<file path="config.mk">
export PLATFORM = sky130hd
export DESIGN_NAME = camera_pixel_to_rgb888_core
export DESIGN_NICKNAME = d
export VERILOG_FILES = /design/src/design/cpr_pkg.sv /design/src/design/cpr_front.sv /design/src/design/cpr_queue.sv /design/src/design/cpr_back.sv /design/src/design/camera_pixel_to_rgb888_core.sv
export SDC_FILE = /design/constraint.sdc
export NUM_CORES = 1
export LEC_CHECK = 0
export BUFFER_PORTS_ARGS = -buffer_cell sky130_fd_sc_hd__buf_2
export CAP_MARGIN = 20
export CELL_PAD_IN_SITES_DETAIL_PLACEMENT = 0
export CELL_PAD_IN_SITES_GLOBAL_PLACEMENT = 1
export CORE_MARGIN = 4
export CORE_UTILIZATION = 56
export CTS_CLUSTER_DIAMETER = 40
export DETAILED_ROUTE_END_ITERATION = 8
export PLACE_DENSITY_LB_ADDON = 0.1
export SYNTH_ARGS = -nofsm -noshare
export SYNTH_HDL_FRONTEND = slang
export SYNTH_SLANG_ARGS = --single-unit
</file>
<file path="constraint.sdc">
create_clock -name clk -period 13.8 [get_ports clk]
set_clock_uncertainty 0.1 [all_clocks]
set_input_delay 0 -clock clk [delete_from_list [all_inputs] [get_ports clk]]
set_output_delay 0 -clock clk [all_outputs]
set_load 0.01 [all_outputs]
</file>
<file path="src/design/cpr_pkg.sv">
// ============================================================================
// cpr_pkg - camera pixel converter shared types
// Pixel format codes and the job record that goes from the byte collector
// to the pixel generator.
// ============================================================================
package cpr_pkg;

  // Input format codes of the mode register
  typedef enum logic [1:0] {
    FMT_RGB444  = 2'd0,
    FMT_RGB555  = 2'd1,
    FMT_RGB565  = 2'd2,
    MODE_YUV422 = 2'd3
  } pixel_mode_t;

  localparam pixel_mode_t MODE_RESET = MODE_YUV422;

  // One complete byte group.
  // RGB: b0 = first byte, b1 = second byte.
  // YUV: b0 = U, b1 = Y0, b2 = V, b3 = Y1.
  typedef struct packed {
    logic        is_yuv;
    pixel_mode_t mode;
    logic [7:0]  b0;
    logic [7:0]  b1;
    logic [7:0]  b2;
    logic [7:0]  b3;
  } job_t;

endpackage

</file>
<file path="src/design/cpr_front.sv">
// ============================================================================
// cpr_front - byte collector
// Holds the mode register, tracks the byte phase and stores the bytes of
// the current group. Pushes one job per completed group.
// ============================================================================
module cpr_front (
  input  logic              clk,
  input  logic              rst_n,
  input  logic              cfg_wr_en,
  input  logic [1:0]        cfg_wr_data,
  input  logic              accept,
  input  logic [7:0]        data_byte,
  input  logic              frame_start,
  output logic              push,
  output cpr_pkg::job_t     push_job
);

  cpr_pkg::pixel_mode_t mode_r;
  logic [1:0]           phase_r, phase_nxt;
  logic [7:0]           first_r, first_nxt;
  logic [7:0]           second_r, second_nxt;
  logic [7:0]           third_r, third_nxt;
  logic [1:0]           ph;

  // Phase and byte capture
  always_comb begin
    ph         = frame_start ? 2'd0 : phase_r;
    phase_nxt  = phase_r;
    first_nxt  = first_r;
    second_nxt = second_r;
    third_nxt  = third_r;
    push       = 1'b0;
    push_job.is_yuv = (mode_r == cpr_pkg::MODE_YUV422);
    push_job.mode   = mode_r;
    push_job.b0     = first_r;
    push_job.b1     = data_byte;
    push_job.b2     = third_r;
    push_job.b3     = data_byte;
    if (accept) begin
      if (mode_r != cpr_pkg::MODE_YUV422) begin
        // RGB: only the low phase bit counts
        if (!ph[0]) begin
          first_nxt = data_byte;
          phase_nxt = 2'd1;
        end else begin
          phase_nxt = 2'd0;
          push      = 1'b1;
        end
      end else begin
        case (ph)
          2'd0: begin
            first_nxt = data_byte;
            phase_nxt = 2'd1;
          end
          2'd1: begin
            second_nxt = data_byte;
            phase_nxt  = 2'd2;
          end
          2'd2: begin
            third_nxt = data_byte;
            phase_nxt = 2'd3;
          end
          default: begin
            phase_nxt = 2'd0;
            push      = 1'b1;
          end
        endcase
      end
    end
    // Y0 comes from the stored second byte in YUV mode
    if (push_job.is_yuv) begin
      push_job.b1 = second_r;
    end
  end

  always_ff @(posedge clk) begin
    if (!rst_n) begin
      mode_r   <= cpr_pkg::MODE_RESET;
      phase_r  <= 2'd0;
      first_r  <= 8'd0;
      second_r <= 8'd0;
      third_r  <= 8'd0;
    end else begin
      if (cfg_wr_en) begin
        mode_r <= cpr_pkg::pixel_mode_t'(cfg_wr_data);
      end
      phase_r  <= phase_nxt;
      first_r  <= first_nxt;
      second_r <= second_nxt;
      third_r  <= third_nxt;
    end
  end

endmodule

</file>
<file path="src/design/cpr_queue.sv">
// ============================================================================
// cpr_queue - job queue
// Small register FIFO between the byte collector and the pixel generator.
// ============================================================================
module cpr_queue #(
  parameter int DEPTH = 4
) (
  input  logic          clk,
  input  logic          rst_n,
  input  logic          push,
  input  cpr_pkg::job_t push_job,
  input  logic          pop,
  output logic          not_empty,
  output logic          full,
  output cpr_pkg::job_t head_job
);

  localparam int PTR_W = (DEPTH > 1) ? $clog2(DEPTH) : 1;
  localparam int CNT_W = $clog2(DEPTH + 1);

  cpr_pkg::job_t    mem_r [DEPTH];
  logic [PTR_W-1:0] wr_ptr_r, rd_ptr_r;
  logic [CNT_W-1:0] count_r;

  assign not_empty = (count_r != '0);
  assign full      = (count_r == CNT_W'(DEPTH));
  assign head_job  = mem_r[rd_ptr_r];

  // Storage
  always_ff @(posedge clk) begin
    if (push) begin
      mem_r[wr_ptr_r] <= push_job;
    end
  end

  // Pointers and fill count
  always_ff @(posedge clk) begin
    if (!rst_n) begin
      wr_ptr_r <= '0;
      rd_ptr_r <= '0;
      count_r  <= '0;
    end else begin
      if (push) begin
        wr_ptr_r <= (wr_ptr_r == PTR_W'(DEPTH - 1)) ? '0 : wr_ptr_r + 1'b1;
      end
      if (pop) begin
        rd_ptr_r <= (rd_ptr_r == PTR_W'(DEPTH - 1)) ? '0 : rd_ptr_r + 1'b1;
      end
      if (push && !pop) begin
        count_r <= count_r + 1'b1;
      end else if (pop && !push) begin
        count_r <= count_r - 1'b1;
      end
    end
  end

endmodule

</file>
<file path="src/design/cpr_back.sv">
// ============================================================================
// cpr_back - pixel generator
// Turns the head job into one RGB pixel or two YUV pixels and holds each
// in the output register until it is taken.
// ============================================================================
module cpr_back (
  input  logic          clk,
  input  logic          rst_n,
  input  logic          job_valid,
  input  cpr_pkg::job_t job,
  output logic          pop,
  output logic          out_valid,
  input  logic          out_stall,
  output logic [7:0]    out_red,
  output logic [7:0]    out_green,
  output logic [7:0]    out_blue,
  output logic          out_last_of_run
);

  localparam logic signed [17:0] KV_R = 18'sd360;
  localparam logic signed [17:0] KU_G = 18'sd88;
  localparam logic signed [17:0] KV_G = 18'sd184;
  localparam logic signed [17:0] KU_B = 18'sd455;

  logic              valid_r;
  logic              sub_r;
  logic              load;
  logic signed [7:0] du, dv;
  logic [7:0]        y;
  logic signed [17:0] p_r, p_g, p_b;
  logic [7:0]        red_c, green_c, blue_c;
  logic              last_c;

  function automatic logic [7:0] clamp8(input logic signed [10:0] v);
    if (v < 0) begin
      return 8'd0;
    end else if (v > 11'sd255) begin
      return 8'd255;
    end
    return v[7:0];
  endfunction

  // Luma plus floored Q8 term
  function automatic logic [7:0] add_term(input logic [7:0] yv,
                                          input logic signed [17:0] p);
    logic signed [10:0] s;
    s = $signed({3'b000, yv}) + 11'($signed(p[17:8]));
    return clamp8(s);
  endfunction

  assign load = job_valid && (!valid_r || !out_stall);
  assign pop  = load && (!job.is_yuv || sub_r);

  // Pixel from the head job
  always_comb begin
    du  = $signed(job.b0 ^ 8'h80);
    dv  = $signed(job.b2 ^ 8'h80);
    y   = sub_r ? job.b3 : job.b1;
    p_r = 18'(dv) * KV_R;
    p_g = -((18'(du) * KU_G) + (18'(dv) * KV_G));
    p_b = 18'(du) * KU_B;
    last_c = 1'b1;
    if (job.is_yuv) begin
      red_c   = add_term(y, p_r);
      green_c = add_term(y, p_g);
      blue_c  = add_term(y, p_b);
      last_c  = sub_r;
    end else begin
      case (job.mode)
        cpr_pkg::FMT_RGB444: begin
          red_c   = {job.b1[3:0], 4'd0};
          green_c = {job.b1[7:4], 4'd0};
          blue_c  = {job.b0[3:0], 4'd0};
        end
        cpr_pkg::FMT_RGB555: begin
          red_c   = {job.b1[6:2], 3'd0};
          green_c = {job.b1[1:0], job.b0[7:5], 3'd0};
          blue_c  = {job.b0[4:0], 3'd0};
        end
        default: begin
          red_c   = {job.b1[7:3], 3'd0};
          green_c = {job.b1[2:0], job.b0[7:5], 2'd0};
          blue_c  = {job.b0[4:0], 3'd0};
        end
      endcase
    end
  end

  // Output register
  always_ff @(posedge clk) begin
    if (load) begin
      out_red         <= red_c;
      out_green       <= green_c;
      out_blue        <= blue_c;
      out_last_of_run <= last_c;
    end
  end

  always_ff @(posedge clk) begin
    if (!rst_n) begin
      valid_r <= 1'b0;
      sub_r   <= 1'b0;
    end else begin
      if (load) begin
        valid_r <= 1'b1;
        sub_r   <= job.is_yuv && !sub_r;
      end else if (!out_stall) begin
        valid_r <= 1'b0;
      end
    end
  end

  assign out_valid = valid_r;

endmodule

</file>
<file path="src/design/camera_pixel_to_rgb888_core.sv">
// ============================================================================
// camera_pixel_to_rgb888_core - camera byte stream to RGB888 pixels
// Pairs RGB444/555/565 bytes into pixels, or converts YUV422 groups into
// two pixels each.
// ============================================================================
//  channel  | ports                                         | direction
//  ---------+-----------------------------------------------+----------
//  input    | in_valid, in_stall, in_data_byte, in_frame_start | in
//  output   | out_valid, out_stall, out_red/green/blue, out_last_of_run | out
//  config   | cfg_wr_en, cfg_wr_data                        | in
//
// One byte accepted per cycle while in_stall is low. A completed group goes
// through the job queue and the output register, the second YUV pixel after
// the first. The output register gives one pixel per cycle while out_stall is
// low; the QUEUE_DEPTH-entry job queue absorbs output stalls, in_stall rises when full.
// Synchronous reset clears phase, queue and output valid; mode resets to YUV422.
module camera_pixel_to_rgb888_core #(
  parameter int QUEUE_DEPTH = 4
) (
  input  logic       clk,
  input  logic       rst_n,
  input  logic       cfg_wr_en,
  input  logic [1:0] cfg_wr_data,
  input  logic       in_valid,
  output logic       in_stall,
  input  logic [7:0] in_data_byte,
  input  logic       in_frame_start,
  output logic       out_valid,
  input  logic       out_stall,
  output logic [7:0] out_red,
  output logic [7:0] out_green,
  output logic [7:0] out_blue,
  output logic       out_last_of_run
);

  logic          accept;
  logic          push;
  logic          pop;
  logic          not_empty;
  logic          full;
  cpr_pkg::job_t push_job;
  cpr_pkg::job_t head_job;

  assign in_stall = full;
  assign accept   = in_valid && !full;

  cpr_front u_front (
    .clk         (clk),
    .rst_n       (rst_n),
    .cfg_wr_en   (cfg_wr_en),
    .cfg_wr_data (cfg_wr_data),
    .accept      (accept),
    .data_byte   (in_data_byte),
    .frame_start (in_frame_start),
    .push        (push),
    .push_job    (push_job)
  );

  cpr_queue #(
    .DEPTH (QUEUE_DEPTH)
  ) u_queue (
    .clk       (clk),
    .rst_n     (rst_n),
    .push      (push),
    .push_job  (push_job),
    .pop       (pop),
    .not_empty (not_empty),
    .full      (full),
    .head_job  (head_job)
  );

  cpr_back u_back (
    .clk             (clk),
    .rst_n           (rst_n),
    .job_valid       (not_empty),
    .job             (head_job),
    .pop             (pop),
    .out_valid       (out_valid),
    .out_stall       (out_stall),
    .out_red         (out_red),
    .out_green       (out_green),
    .out_blue        (out_blue),
    .out_last_of_run (out_last_of_run)
  );

endmodule

</file>
Word level (Yosys, flattened, before mapping). Memories as Yosys holds them, arrays and structs flattened. A register that Yosys moved wholly into a read port is not among the register bits. Cells that the tools add are included.

Word-level logic and storage cells: 118. Memory bits (writable): 140. Memories kept: 1. Bits in registers: 62. Input port bits: 16.

Memories: u_queue.mem_r (depth 4, bits a word 35, read ports 1, clocked after Yosys merged registers in 1, write ports 1, line cpr_queue.sv:21) `cpr_pkg::job_t mem_r [DEPTH];`.

Muxes and demuxes: 47. $lt $le $gt $ge: 6. Bitwise gates (word level): 3. $add $sub $neg: 9. Reductions and logical operators: 24. Equal/unequal tests: 10. $mul: 4.

Operator list (count): 2-to-1 mux 8 bit (18); adder 9 x 10 -> 11 bit (3); greater-than comparator 11 x 9 -> 1 bit, second input constant (3); < comparator 11 x 1 -> 1 bit, second input constant (3); case mux 8 bit (2 select lines) (2); adder 18 bit (1); multiplier 8 x 10 -> 18 bit, second input constant (1); 2-to-1 mux 1 bit (18); negation 18 bit (1); multiplier 8 x 7 -> 15 bit, second input constant (1); multiplier 8 x 6 -> 14 bit, second input constant (1); multiplier 8 x 5 -> 13 bit, second input constant (1); 2-to-1 mux 2 bit (6); AND reduction 3 bit (3); equality test 2 bit, second input constant (4); zero test 1 bit (7); logical AND 1 bit (6); 2-to-1 mux 3 bit (2); case mux 2 bit (3 select lines) (1); adder 2 x 1 -> 2 bit, second input constant (2); equality test 2 x 1 -> 1 bit, second input constant (2); zero test 2 bit (2); != test 2 bit, second input constant (2); nonzero test 2 bit (2); other kinds (8) (11).

Longest topological paths before layout.
Word-level depth: 11. Mapped depth: 33.

Modules after synthesis. A second synthesis with hierarchy kept.

Cells, all modules: 1190. Area total of the unflattened synthesis: 14187.4 sq um.

Modules (own cells, without submodules): cpr_back (instances 1, cells each 824, sequential area each 790.8 sq um, area each 7324.5 sq um); cpr_queue (instances 1, cells each 227, sequential area each 4384.2 sq um, area each 5561.6 sq um); cpr_front (instances 1, cells each 138, sequential area each 560.5 sq um, area each 1287.5 sq um); camera_pixel_to_rgb888_core (instances 1, cells each 1, sequential area each 0.0 sq um, area each 13.8 sq um).

Worst setup path after synthesis. No wires, ideal clock.

Path type: register to register. Start point: register (tool-made name). End point: register u_back.out_green[4] (data pin). Setup time: 0.146 ns. Slack: 5.801 ns. Data required time: 13.554 ns. Arrival: 7.753 ns. Period minus slack after synthesis: 7.999 ns. Cell stages (with the launch flop): 30. Cells stage by stage: dfxtp_1 buf_6 buf_2 buf_2 buf_1 mux4_2 ha_1 xor2_1 ha_1 fa_1 ha_1 a21o_1 a21oi_1 nor2b_1 o21a_1 o21ai_0 nand2b_1 a21oi_1 xnor2_1 ha_1 ha_1 a21boi_0 and3_1 mux2i_1 nand2_1 a311oi_1 xor2_1 o31ai_1 nand3b_1 a21oi_1.

RTL lines: to (signal assigned) (line cpr_back.sv:93) `out_green <= green_c;`; to (decl) (line cpr_back.sv:15) `output logic [7:0] out_green,`.

==> results.md <==
Worst setup path:
- The top fanout value on the critical path is 38.
- The data required time of the critical path is 14040 ps.
- The worst setup path is captured at a flip-flop.
- The register-to-register setup slack is 5620 ps.
- The data arrival time of the critical path is 8420 ps.
- STA classifies the critical path startpoint as a flip-flop.
- The number of cells traversed by the worst register-to-register path is 27.
- Among the stages of the critical path, the cell type that occurs most often is sky130_fd_sc_hd__ha_1.
- The library cell contributing the largest single delay on the critical path is sky130_fd_sc_hd__mux4_2.
- The critical path is of the flip-flop to flip-flop type.
- The largest stage delay on the critical path is 810 ps.
- The endpoint of the lowest-slack register-to-register path is u_back.out_green[4].

Worst hold path:
- For hold timing, the worst endpoint is u_queue.mem_r[0][7].
- The beginning of the worst hold path is in_data_byte[7].
- The worst hold path belongs to the class input pin to flip-flop.
- Along the worst hold path, the cell count comes to 2.

Layout:
- Of the cells placed in the final design, the portion with a size suffix greater than 1 is 12.5%.
- The total area of sequential cells is 5740 sq um.
- The area used by multi-input combinational logic is 7720 sq um.
- Relative to the synthesized area, the layout overhead comes to 11.0%.
- After filler insertion, the fill cell instance count of the layout stands at 1957.
- The number of nets in the finished design is 1505.
- The number of diodes added for antenna fixing is 0.

Drt:
- Detailed routing inserted a total of 9106 vias.
- The total wire length after detailed routing is 30.0 mm.
- After detailed routing, the average wire length per cell comes to 18.6 um.
- After detailed routing, the number of vias per cell comes to 5.65.
- The number of iterations in the first detailed-routing pass is 5.
- The detail route stage leaves a number of antenna-violating nets equal to 0.
- The number of design rule violations left after detail routing is 0.
- After the first detailed-routing iteration, the DRC count stood at 488.

STA:
- Setup repair after global routing left no endpoint under its margin.
- The hold violation total from the final report came to 0.
- The actual slew at the worst max-slew pin is 1090 ps.
- The final setup violation count is 0.
- The max-slew violation total from the final report is 0.
- The relative slew slack is 27.5%.
- The fmax is 122 MHz.
- The final critical-path required period is 8180 ps.
- Adding up every negative setup slack in the final design gives 0 ps.
- The period utilization is 59.3%.

Die:
- The top-level I/O count is 43.
- The floorplan step set the die width to 167 um.
- The floorplan has 57 rows.
- The floorplan step defined a core boundary enclosing 24600 sq um.
- The initial cell density of the core is 57.5%.
- The full die area is 27900 sq um.
- In this run the vertical extent of the chip is 167 um.

Global routing:
- After global routing the overflow that remains totals 0.
- The maximum number of pins on one net before global-route repair is 39.
- For this run, the total global-route usage over all layers was measured as 21.7%.
- The wire length of the first global-routing pass is 48.8 mm.
- The via count of the first global-routing pass came to 9262.
- The initial antenna violation count was 0.

Yosys:
- The register area share after synthesis is 40.6%.
- The cell area after synthesis is 14100 sq um.
- The post-synthesis async set-or-reset flop share is 0%.
- The proportion of netlist area held by the largest area contributor is 35.0%.
- Yosys instantiated no cell more often than sky130_fd_sc_hd__ha_1.
- The cell count after synthesis is 1201.
- Synthesis inferred 204 register bits.
- The net count of the mapped netlist is 1433.
- By count the netlist is led by sky130_fd_sc_hd__ha_1 (170), sky130_fd_sc_hd__edfxtp_1 (165), sky130_fd_sc_hd__inv_1 (154).
- The number of different library cells used by synthesis comes to 69.
- In this run, synthesis inferred 165 flip-flops with an integrated enable.
- After synthesis, the cell types taking the most area are sky130_fd_sc_hd__edfxtp_1 (35%), sky130_fd_sc_hd__ha_1 (15%), sky130_fd_sc_hd__fa_1 (6.5%).
- The most instantiated flip-flop cell in the synthesis netlist is sky130_fd_sc_hd__edfxtp_1.
- The largest area contributor in the netlist is sky130_fd_sc_hd__edfxtp_1.
- The total number of yosys warnings is 0.
- The average cell area after synthesis is 11.8 sq um.

Clock network:
- In this run the post-CTS setup repair buffer count came out at 0.
- TritonCTS created 22 clock buffers.
- TritonCTS built the clock tree.
- The maximum count of clock buffers along a single path is 3.
- The number of hold buffers added after CTS was 21.
- Clock-pin slew was measured on the worst setup and hold paths at 60 ps.
- The number of levels the H-tree was split into is 1.
- The tree is rooted in a sky130_fd_sc_hd__clkbuf_16.
- At the later pin of the worst-skew pair, clock insertion delay measures 490 ps.
- The clock drives 204 sinks.
- In this run, post-CTS repair resized a total of 0 instances.

Placement:
- The wire-length estimate of the detail-placed layout is 22.3 mm.
- The routability congestion estimate from global placement is 0.899.
- During placement, the flow inserted port buffers numbering 42.

Status:
- The run finished with clean final reports.

Job:
- The total of max-cap violations is 0.
## routing by layer
| layer | vias to the layer above | global-route usage, % | wire, um |
|---|---|---|---|
| li1 | 4448 | - | - |
| met1 | 4441 | 29.2 | 13300 |
| met2 | 181 | 37.8 | 14800 |
| met3 | 36 | 2.42 | 1160 |
| met4 | 0 | 5.51 | 665 |
| met5 | - | 0 | 0 |
## cell families after synthesis
family / count (synthesis) / synth area share [%]
xor gates and xnor gates: 69 / 4.27
adders and majority gates: 216 / 21.6
DFF: 204 / 40.6
AOI/OAI and AO/OA: 196 / 9.04
buffers and inverters: 178 / 4.91
muxes: 106 / 10.9
and+or+nand+nor: 232 / 8.70
## how the worst max path moves through the flow
stage               from             endpoint  slack, ps  cells past startpoint
2_1_floorplan  flip-flop  u_back.out_green[4]       5800                     29
3_3_place_gp   flip-flop  u_back.out_green[4]       5800                     28
3_5_place_dp   flip-flop  u_back.out_green[4]       5600                     28
4_1_cts        flip-flop  u_back.out_green[4]       5580                     28
5_1_grt        flip-flop  u_back.out_green[0]       4940                     27
6_report       flip-flop  u_back.out_green[4]       5620                     27
## cell type report
cell class / count / area share (%)
clock inverter: 10 / 1.01
tap: 324 / 2.58
sequential: 204 / 36.5
multi-input combinational: 819 / 49.2
timing repair buffer: 72 / 3.11
clock buffer: 30 / 3.90
inverter: 154 / 3.68
## per-stage QoR
stage	hold WS (ps)	utilization (%)	setup WS, ps	area (sq um)	std cells
floorplan	-1.13	-	5800	14100	1201
global placement	115	59.8	5800	14700	1552
detailed placement	122	59.8	5600	14700	1552
CTS	270	63.8	5580	15700	1613
global route	308	63.8	4940	15700	1613
finish	278	63.8	5620	15700	1613
## worst max-delay path: cells and delay by family (launching register included)
family          cells  cell delay (ps)
compound gates      7             2330
fa+ha+maj           6             2050
buf+inv             5             1070
mux                 2             1010
xor+xnor            3              570
simple gates        4              560
flops               1              320
## sequential cells by signal, indices dropped and copies added (netlist names), 3 cells and up, named ones only
register and count:
u_queue.mem_r 140, u_back.out_blue 8, u_back.out_green 8, u_back.out_red 8
u_front.first_r 8, u_front.second_r 8, u_front.third_r 8, u_queue.count_r 3
## placed cells by master, fill, tap and decap left out, drive strengths merged, types with 46 or more instances in the layout
cell and n:
a21oi 56, buf 51, edfxtp 165, fa 46
ha 170, inv 157, mux2i 46, nand2 53
nor2 52, nor2b 46, xnor2 50
Power is not shown: default switching activity piles up to over one toggle a cycle in this logic, so the estimate is an artifact.
